**src/rtl/core/tmc_pkg.sv**
```systemverilog
// Shared types and constants of the tempo-map tick/sample converter.
package tmc_pkg;

    localparam int NUM_BASE_W = 75;
    localparam int DIV_W      = 42;
    localparam int DEN_W      = 35;

    localparam logic [39:0] MAX40 = 40'hFF_FFFF_FFFF;
    localparam logic [47:0] MAX48 = 48'hFFFF_FFFF_FFFF;
    localparam logic [23:0] DEFAULT_TEMPO = 24'd500000;
    localparam logic [26:0] BPM_NUMER     = 27'd120000000;
    localparam logic [19:0] US_PER_SEC    = 20'd1000000;
    localparam logic [13:0] BPM_MAX       = 14'h3FFF;
    localparam logic [14:0] TPB_RESET     = 15'd96;
    localparam logic [17:0] SR_RESET      = 18'd48000;
    localparam logic [DEN_W-1:0] DEN_RESET = 35'd96000000;

    typedef enum logic [1:0] {
        OP_APPEND = 2'd0,
        OP_T2S    = 2'd1,
        OP_S2T    = 2'd2,
        OP_CLEAR  = 2'd3
    } t_op;

    typedef enum logic [2:0] {
        ST_OK    = 3'd0,
        ST_FULL  = 3'd1,
        ST_ORDER = 3'd2,
        ST_ZERO  = 3'd3,
        ST_SAT   = 3'd4
    } t_status;

    typedef enum logic [2:0] {
        S_IDLE, S_RD, S_LOOK, S_GO, S_WAIT, S_FIN, S_OUT
    } t_state;

    typedef enum logic [2:0] {
        STEP_DT_TEMPO, STEP_TIMES_SR, STEP_SEG_DIV, STEP_BPM_DIV,
        STEP_OFF_D, STEP_TEMPO_SR, STEP_TICK_DIV
    } t_step;

    typedef struct packed {
        logic [31:0]      tick;
        logic [23:0]      tempo;
        logic [39:0]      whole;
        logic [DEN_W-1:0] frac;
    } t_entry;

    typedef struct packed {
        logic         start;
        logic         is_div;
    } t_arith_ctl;

endpackage

```
**src/rtl/core/tmc_arith.sv**
```systemverilog
// Shared shift-add multiplier and restoring divider, one bit per cycle.
module tmc_arith #(
    parameter int NUM_W = 91
) (
    input  logic                      i_clk,
    input  logic                      i_rst_n,
    input  tmc_pkg::t_arith_ctl       i_ctl,
    input  logic [NUM_W-1:0]          i_a,
    input  logic [tmc_pkg::DIV_W-1:0] i_b,
    output logic                      o_done,
    output logic [NUM_W-1:0]          o_result,
    output logic [tmc_pkg::DIV_W-1:0] o_rem
);
    import tmc_pkg::*;

    localparam int CW = $clog2(NUM_W + 1);

    logic             r_busy;
    logic             r_done;
    logic             r_is_div;
    logic [CW-1:0]    r_cnt;
    logic [NUM_W-1:0] r_x;
    logic [NUM_W-1:0] r_acc;
    logic [DIV_W-1:0] r_y;
    logic [DIV_W-1:0] r_rem;
    logic [DIV_W:0]   w_trial;
    logic             w_fits;

    assign w_trial = {r_rem, r_x[NUM_W-1]};
    assign w_fits  = w_trial >= {1'b0, r_y};

    always_ff @(posedge i_clk) begin
        if (!i_rst_n) begin
            r_busy <= 1'b0;
            r_done <= 1'b0;
        end else begin
            r_done <= 1'b0;
            if (i_ctl.start) begin
                r_busy   <= 1'b1;
                r_is_div <= i_ctl.is_div;
                r_cnt    <= i_ctl.is_div ? CW'(NUM_W) : CW'(DIV_W);
                r_x      <= i_a;
                r_y      <= i_b;
                r_acc    <= '0;
                r_rem    <= '0;
            end else if (r_busy) begin
                if (r_is_div) begin
                    if (w_fits) begin
                        r_rem <= DIV_W'(w_trial - {1'b0, r_y});
                        r_x   <= {r_x[NUM_W-2:0], 1'b1};
                    end else begin
                        r_rem <= w_trial[DIV_W-1:0];
                        r_x   <= {r_x[NUM_W-2:0], 1'b0};
                    end
                end else begin
                    if (r_y[0]) begin
                        r_acc <= r_acc + r_x;
                    end
                    r_x <= {r_x[NUM_W-2:0], 1'b0};
                    r_y <= {1'b0, r_y[DIV_W-1:1]};
                end
                r_cnt <= r_cnt - CW'(1);
                if (r_cnt == CW'(1)) begin
                    r_busy <= 1'b0;
                    r_done <= 1'b1;
                end
            end
        end
    end

    assign o_done   = r_done;
    assign o_result = r_is_div ? r_x : r_acc;
    assign o_rem    = r_rem;
endmodule

```
**config.mk**
```make
export PLATFORM = sky130hd
export DESIGN_NAME = tmc_arith
export DESIGN_NICKNAME = d
export VERILOG_FILES = /design/src/rtl/core/tmc_pkg.sv /design/src/rtl/core/tmc_arith.sv
export SDC_FILE = /design/constraint.sdc
export NUM_CORES = 1
export LEC_CHECK = 0
export ABC_AREA = 1
export BUFFER_PORTS_ARGS = -buffer_cell sky130_fd_sc_hd__buf_2
export CAP_MARGIN = 25
export CORE_MARGIN = 4
export CORE_UTILIZATION = 45
export DETAILED_ROUTE_END_ITERATION = 6
export SETUP_SLACK_MARGIN = 0.3
export SYNTH_ARGS = -nofsm -noshare
export SYNTH_HDL_FRONTEND = slang
export SYNTH_SLANG_ARGS = --single-unit
```
**constraint.sdc**
```tcl
create_clock -name i_clk -period 18.5 [get_ports i_clk]
set_input_delay 1.85 -clock i_clk [delete_from_list [all_inputs] [get_ports i_clk]]
set_output_delay 1.85 -clock i_clk [all_outputs]
set_load 0.005 [all_outputs]
```
==> results.yml <==
run:
  cap_viol_max_count: 0
clock_tree:
  post_cts_resized: 0
  cts_tree: "done"
  cts_hold_buf: 0
  clock-sinks: 276
  cts_inserted_buffers: 34
  cts_setup_buffers: 0
  htreeDepth: 2
  cts.clk_slew.worst_paths_ns: 0.07
  clock_path_buffers: 3
  clock_latency_ns: 0.57
  cts_root_buf: "clkbuf_16"
route:
  avgViaCountPerCell: 4.87
  vias: 23585
  drt_pass1_iterations: 7
  final_antenna_net_count: 0
  wl_per_cell_um: 16.3
  first_iter_violations: 1582
  drt-total-wl_um: 79000
  drcViolationCount: 0
layout:
  final_core_utilization_pct: 51.5
  final_common_cell: "nand2_1"
  multi_input_area_um2: 12900
  finish.instance_area_um2: 27200
  n_fill_cell: 5734
  mostFrequentLayoutCells: "nand2_1 (1718), inv_1 (690), nor2_1 (417)"
  drive_gt1_share_pct: 8.48
  antenna_cells: 0
  nets: 4405
  regArea_um2: 8270
  areaGrowthSynthToFinish_pct: 12.8
logic_synthesis:
  ys_types: 37
  synth_edf_count: 274
  synth-async-reset-ratio_pct: 0
  syn_nets: 4161
  synth_warnings: 0
  syn_area_per_cell_um2: 6.20
  ys_ff_latch: 276
  synth-seq-area-share_pct: 34.3
  netlist_instances: 3888
  synth_flop_cell: "edfxtp_1"
  syn_area_um2: 24100
sta:
  whs_ns: 0.578
  hold_violations: 0
  maxSlewViolCount: 0
  skew_ns: 0.0266
  setup_viol: 0
  max_freq_mhz: 195
  slew_headroom_pct: 32.9
  period_minus_slack_ns: 5.12
  final.setup.tns_ns: 0
  rsz0062_at_grt: "false"
  period_share_pct: 27.7
  tightest_slew_ns: 1.01
worst_hold_path:
  hold_depth: 2
  min_from: "r_cnt[1]"
  min_path_type: "register to register"
worst_setup_path:
  r2r_start: "r_is_div"
  crit_path_start: "i_ctl[1]"
  crit_arrival_ns: 5.29
  worstPathMaxFanout: 122
  cp_data_required_time_ns: 18.67
  crit_path_start_kind: "input port"
  criticalPathCategory: "input port to register"
  critPathCaptureType: "register"
  ff2ff_path_depth: 9
die:
  die_y_um: 239
  die_x_um: 239
  rows: 84
  coreArea_um2: 52800
  start_util_pct: 45.7
  design.die.area_um2: 57300
  ios: 271
placed_design:
  placed_area_um2: 26100
  gp_congestion: 1.06
  portBuffers: 270
  hpwlAfterDp_um: 63100
power:
  max-vdd-ir-drop_v: 0.0000785
  powerDensity_nw_per_um2: 82.9
  power_leakage_nw: 14.8
  total_power_mw: 2.26
grt:
  grt_max_degree: 123
  grt_pass1_vias: 22861
  grt_pass1_wl_um: 124000
  overflow: 0
  track_usage_pct: 27.2
  antenna_found_initial: 0
outcome:
  status: "completed"
## metal layers
layer | up-vias | share of wire, % | global-route usage (%)
li1 | 12450 | - | -
met1 | 10436 | 45 | 35.5
met2 | 565 | 46 | 46.4
met3 | 134 | 5.7 | 4.15
met4 | 0 | 3.6 | 9.02
met5 | - | 0 | 0
## cells in the mapped netlist (2+ instances only)
cell type  number  area (um2)
xor2_1         21         184
buf_8           2        30.0
buf_6           3        33.8
a21oi_1       187         936
nand3_2         2        20.0
nor2_4          3        33.8
nand3_1       106         531
o21a_1         10        75.1
o21bai_1        9        67.6
xnor2_1         6        52.6
fa_1            2        40.0
and2_1          3        18.8
nand4_1        21         131
nand3b_1       16         120
buf_2           2        10.0
nor2_1        418        1570
nand2_4         2        22.5
ha_1          134        1680
a211oi_1        3        22.5
dfxtp_1         2        40.0
nand2_2         6        37.5
edfxtp_1      274        8230
o21ai_1        35         175
nor2_2          6        37.5
buf_1           3        11.3
nor3_1         14        70.1
o21ai_0       116         581
inv_1         692        2600
nand2_1      1719        6450
clkbuf_1       61         229
inv_2           4        15.0
## layout make-up
cell class | count | area share [%]
flip-flops and latches | 276 | 30.4
clock inverters | 9 | 0.322
well taps | 688 | 3.17
inverters | 696 | 9.63
repair buffers | 280 | 5.46
multi-input cells | 2844 | 47.5
clock buffers | 47 | 3.50
## cell families after synthesis
| kind of cell | share of synthesized area (%) |
|---|---|
| xor gates and xnor gates | 0.982 |
| DFF | 34.3 |
| AOI/OAI and AO/OA | 7.77 |
| buffers and inverters | 12.2 |
| adders and majority gates | 7.13 |
| and+or+nand+nor | 37.6 |
## worst paths after layout
| path | endpoint | slack [ns] |
|---|---|---|
| min | r_cnt[3] | 0.58 |
| min reg2reg | r_cnt[3] | 0.58 |
| max | r_acc[54] | 13.38 |
| max reg2reg | r_acc[54] | 14.66 |
## where the power goes
group          total [mW]  switching, mW  internal (mW)
registers           0.811         0.0402          0.771
clock network       0.649          0.276          0.372
logic               0.795          0.543          0.252
## per-stage QoR
step	std cells	setup WS (ns)
floorplan	3888	9.47
global placement	4782	12.76
detailed placement	4783	12.68
CTS	4839	13.28
global route	4840	12.98
finish	4840	13.38
## registers in the layout, indices dropped and copies added (netlist names)
name / count
r_acc: 91
r_y: 42
o_done: 1
r_cnt: 7
r_x: 91
o_rem: 42
r_busy: 1
r_is_div: 1
## critical path, cell delays in order
cell,delay [ns]
buf_6,0.60
nand2_1,0.33
nand2_4,0.61
nand2_1,0.23
nor2_4,0.76
buf_4,0.74
Note: power is estimated with default switching activity, not from simulation.
