## src/rtl/core/tmc_pkg.sv

```systemverilog
// Shared types and constants of the tempo-map tick/sample converter.
package tmc_pkg;

    localparam int NUM_BASE_W = 75;
    localparam int DIV_W      = 42;
    localparam int DEN_W      = 35;

    localparam logic [39:0] MAX40 = 40'hFF_FFFF_FFFF;
    localparam logic [47:0] MAX48 = 48'hFFFF_FFFF_FFFF;
    localparam logic [23:0] DEFAULT_TEMPO = 24'd500000;
    localparam logic [26:0] BPM_NUMER     = 27'd120000000;
    localparam logic [19:0] US_PER_SEC    = 20'd1000000;
    localparam logic [13:0] BPM_MAX       = 14'h3FFF;
    localparam logic [14:0] TPB_RESET     = 15'd96;
    localparam logic [17:0] SR_RESET      = 18'd48000;
    localparam logic [DEN_W-1:0] DEN_RESET = 35'd96000000;

    typedef enum logic [1:0] {
        OP_APPEND = 2'd0,
        OP_T2S    = 2'd1,
        OP_S2T    = 2'd2,
        OP_CLEAR  = 2'd3
    } t_op;

    typedef enum logic [2:0] {
        ST_OK    = 3'd0,
        ST_FULL  = 3'd1,
        ST_ORDER = 3'd2,
        ST_ZERO  = 3'd3,
        ST_SAT   = 3'd4
    } t_status;

    typedef enum logic [2:0] {
        S_IDLE, S_RD, S_LOOK, S_GO, S_WAIT, S_FIN, S_OUT
    } t_state;

    typedef enum logic [2:0] {
        STEP_DT_TEMPO, STEP_TIMES_SR, STEP_SEG_DIV, STEP_BPM_DIV,
        STEP_OFF_D, STEP_TEMPO_SR, STEP_TICK_DIV
    } t_step;

    typedef struct packed {
        logic [31:0]      tick;
        logic [23:0]      tempo;
        logic [39:0]      whole;
        logic [DEN_W-1:0] frac;
    } t_entry;

    typedef struct packed {
        logic         start;
        logic         is_div;
    } t_arith_ctl;

endpackage

```

## src/rtl/core/tmc_cfg.sv

```systemverilog
// APB register file holding ticks per beat and sample rate, plus the derived denominator.
module tmc_cfg (
    input  logic                     i_clk,
    input  logic                     i_rst_n,
    input  logic                     psel,
    input  logic                     penable,
    input  logic                     pwrite,
    input  logic [2:0]               paddr,
    input  logic [31:0]              pwdata,
    output logic [31:0]              prdata,
    output logic                     pready,
    output logic [17:0]              o_sample_rate,
    output logic [tmc_pkg::DEN_W-1:0] o_denom
);
    import tmc_pkg::*;

    logic [14:0]      r_tpb;
    logic [17:0]      r_sr;
    logic [DEN_W-1:0] r_denom;
    logic [14:0]      w_tpb_eff;
    logic             w_wr;

    assign w_wr      = psel && penable && pwrite;
    assign w_tpb_eff = (pwdata[14:0] == 15'd0) ? 15'd1 : pwdata[14:0];

    always_ff @(posedge i_clk) begin
        if (!i_rst_n) begin
            r_tpb   <= TPB_RESET;
            r_sr    <= SR_RESET;
            r_denom <= DEN_RESET;
        end else if (w_wr) begin
            if (paddr[2]) begin
                r_sr <= pwdata[17:0];
            end else begin
                r_tpb   <= pwdata[14:0];
                r_denom <= DEN_W'(w_tpb_eff) * DEN_W'(US_PER_SEC);
            end
        end
    end

    assign prdata        = paddr[2] ? {14'd0, r_sr} : {17'd0, r_tpb};
    assign pready        = 1'b1;
    assign o_sample_rate = r_sr;
    assign o_denom       = r_denom;
endmodule

```

## config.mk

```make
export PLATFORM = sky130hd
export DESIGN_NAME = tmc_cfg
export DESIGN_NICKNAME = d
export VERILOG_FILES = /design/src/rtl/core/tmc_pkg.sv /design/src/rtl/core/tmc_cfg.sv
export SDC_FILE = /design/constraint.sdc
export NUM_CORES = 1
export LEC_CHECK = 0
export ABC_AREA = 0
export BUFFER_PORTS_ARGS = -buffer_cell sky130_fd_sc_hd__clkbuf_2
export CAP_MARGIN = 15
export CORE_MARGIN = 2
export CORE_UTILIZATION = 35
export CTS_CLUSTER_SIZE = 24
export DETAILED_ROUTE_END_ITERATION = 10
export GPL_ROUTABILITY_DRIVEN = 0
export GPL_TIMING_DRIVEN = 1
export PLACE_DENSITY = 0.65
export SYNTH_ARGS = -nofsm -noshare
export SYNTH_HDL_FRONTEND = slang
export SYNTH_SLANG_ARGS = --single-unit
```

## constraint.sdc

```tcl
create_clock -name i_clk -period 9.2 [get_ports i_clk]
set_clock_uncertainty 0.05 [all_clocks]
set_input_delay 1.84 -clock i_clk [delete_from_list [all_inputs] [get_ports i_clk]]
set_output_delay 1.84 -clock i_clk [all_outputs]
set_load 0.02 [all_outputs]
```

==> impl_metrics.yaml <==
placement:
  dpl_cell_area_um2: 6870
  dp_hpwl_um: 11600
  portBuffers: 88
clock_tree:
  ctsHtreeMaxLevel: 3
  clock-sinks: 62
  cts-root-buf: "clkbuf_16"
  clock_path_buffers: 2
  cts_tree: "built"
  worstSkewPairLatency_ns: 0.34
  cts_buffers: 9
  path_clk_slew_ns: 0.06
  postCtsSetupBuffers: 0
  holdBufCountCts: 0
  ctsResizeCount: 0
global_route:
  overflow: 0
  grt_pass1_vias: 4920
  antenna_found_initial: 0
  grt_max_degree: 56
  grt_pass1_wl_um: 25300
  track_usage: 0.161
sta:
  layout_min_cycle_time_ns: 7.86
  hold_viol: 0
  finalCritPeriodShare: 0.854
  worst_pin_slew_ns: 0.957
  setup_viol: 0
  slew_headroom: 0.360
  fmax_mhz: 127
  report.final.slew_viol_count: 0
  fin_tns_setup_ns: 0
  rsz0062_at_grt: "false"
final_layout:
  regArea_um2: 1240
  finalNetCount: 986
  layout-drive-gt1-share: 0.166
  syn_to_final_growth_pct: 13.6
  multi_input_area_um2: 4500
  diodes: 0
  n_fill_cell: 1799
  final_area_um2: 7200
synth:
  synth-edff-count: 0
  ys_warn_count: 0
  synth_area_per_cell_um2: 8.71
  async_reset_ff_frac: 0
  ys_seq_area_frac: 0.196
  synth_top_area_cell: "ha_1"
  synthMostInstantiatedCell: "nand2_1"
  synth.distinct_cells: 55
  synth-seq-cells: 62
  syn_inst: 727
  synthTopCellsByArea: "ha_1 20%, dfxtp_1 20%, fa_1 15%"
  ys.flop_type: "dfxtp_1"
  syn_area_um2: 6330
  synth_top_area_frac: 0.203
  synthTopCellsByCount: "114 x nand2_1, 103 x ha_1, 98 x inv_1"
die:
  io_pins: 126
  dieArea_um2: 19200
  fp.dieH_um: 139
  die_w_um: 139
  start_util: 0.355
  num_rows: 49
  coreArea_um2: 17800
setup_path:
  arrival_ns: 8.04
  r2r-start: "o_denom[32]"
  crit_type: "input pin to flip-flop"
  end_kind: "flip-flop"
  required_ns: 9.38
  critPathLaunch: "pwdata[12]"
  path_max_fanout: 8
  rr_worst_depth: 2
  crit_path_start_kind: "input pin"
  reg2reg_to: "o_denom[32]"
  r2r_slack_ns: 8.22
  crit_end: "o_denom[33]"
pwr:
  switchingPower_mw: 1.01
  clkPwrFrac: 0.181
  power_density_nw_per_um2: 290
  pwr-share-comb: 0.679
  p_leak_nw: 3.73
  internal_power_mw: 1.08
  swShare: 0.482
  p_seq_frac: 0.140
  peakVddDrop_mv: 0.153
drt:
  ant_nets: 0
  vias: 4944
  routed_wl_um: 14400
  vias_per_cell: 4.80
  drtIter0Drc: 226
  wl_per_cell_um: 14.0
  drc: 0
  dr.pass1.iters: 4
flow_run:
  drv_cap: 0
hold_path:
  min-delay-start: "r_tpb[9]"
  hp-class: "flip-flop to flip-flop"
outcome:
  status: "finished, final reports clean"
## registers in the layout, summed over array words and instances, names as in the netlist
| signal | flops |
|---|---|
| o_denom | 29 |
| o_sample_rate | 18 |
| r_tpb | 15 |
## worst max-delay path, stage by stage
cell	delay [ns]
clkbuf_2	0.17
inv_1	0.11
ha_1	0.16
nor4b_1	0.42
nand3_1	0.40
nand2_1	0.27
fa_1	0.49
fa_1	0.55
inv_1	0.05
fa_1	0.53
inv_1	0.06
fa_1	0.53
inv_1	0.04
ha_1	0.30
fa_1	0.48
ha_1	0.38
nand2_1	0.07
or3_1	0.34
a21o_1	0.19
a21oi_1	0.35
a311o_1	0.23
nand3_1	0.06
## power by group through the flow
stage / clock, mW / sequential, mW / combinational [mW]
6_report: 0.378 / 0.293 / 1.42
5_1_grt: 0.402 / 0.295 / 1.62
4_1_cts: 0.388 / 0.293 / 1.42
3_5_place_dp: 0 / 0.299 / 1.42
3_3_place_gp: 0 / 0.298 / 1.41
2_1_floorplan: 0 / 0.315 / 1.11
## cells in the final DEF, fill, tap and decap left out, types with 3 or more instances in the layout
cell	synthesis	layout
and3_1	4	4
ha_1	103	103
inv_6	0	3
dfxtp_1	62	62
or3_1	4	4
inv_1	98	98
xnor2_1	12	12
fa_1	48	48
nand3_1	13	13
nor3_1	3	3
nand2b_1	4	3
o21a_1	5	5
clkbuf_2	0	88
a21boi_0	29	29
buf_4	24	4
o211ai_1	14	14
xor2_1	8	8
o21ai_0	21	21
o211a_1	3	3
mux2_2	15	15
a31oi_1	8	8
nor2_1	13	13
clkbuf_16	0	9
nand2_1	114	114
nand4_1	6	6
a21oi_1	20	20
a21o_1	17	17
and2_1	13	13
conb_1	2	21
## logic make-up after synthesis
group | after synthesis | share of synthesized area
XOR/XNOR | 20 | 0.0277
flip-flops | 62 | 0.196
multiplexers | 16 | 0.0282
other | 2 | 0.00119
AO/OA/AOI/OAI | 141 | 0.157
AND/OR/NAND/NOR | 183 | 0.130
adder cells (fa/ha/maj) | 151 | 0.355
buffers and inverters | 152 | 0.105
## routing by layer
layer,GRT usage,share of wire
met2,0.246,0.45
met1,0.229,0.49
met5,0,0
met4,0.0371,0.010
met3,0.0411,0.059
## how the worst min path moves through the flow
stage,slack [ns],cells after the start,end
CTS,0.41,2,r_tpb[13]
global placement,0.39,2,o_denom[25]
global route,0.43,2,r_tpb[13]
detailed placement,0.40,2,o_denom[30]
finish,0.41,2,r_tpb[9]
floorplan,0.39,2,r_tpb[11]
## layout make-up
class                      count  area share
sequential                    62       0.172
timing repair buffer          92      0.0653
tap                          229      0.0398
clock inverter                 7      0.0144
multi-input combinational    532       0.626
clock buffer                   9      0.0313
inverter                      98      0.0511
## stage by stage
stage,hold WS [ns],utilization,cells,setup WS [ns],total power [mW]
3_5_place_dp,0.400,0.385,1013,0.967,1.71
2_1_floorplan,0.391,-,746,1.82,1.43
5_1_grt,0.429,0.404,1029,0.892,2.31
4_1_cts,0.415,0.404,1029,1.29,2.11
6_report,0.412,0.404,1029,1.34,2.09
3_3_place_gp,0.390,0.385,1013,0.962,1.71
(Power assumes the default switching activity.)
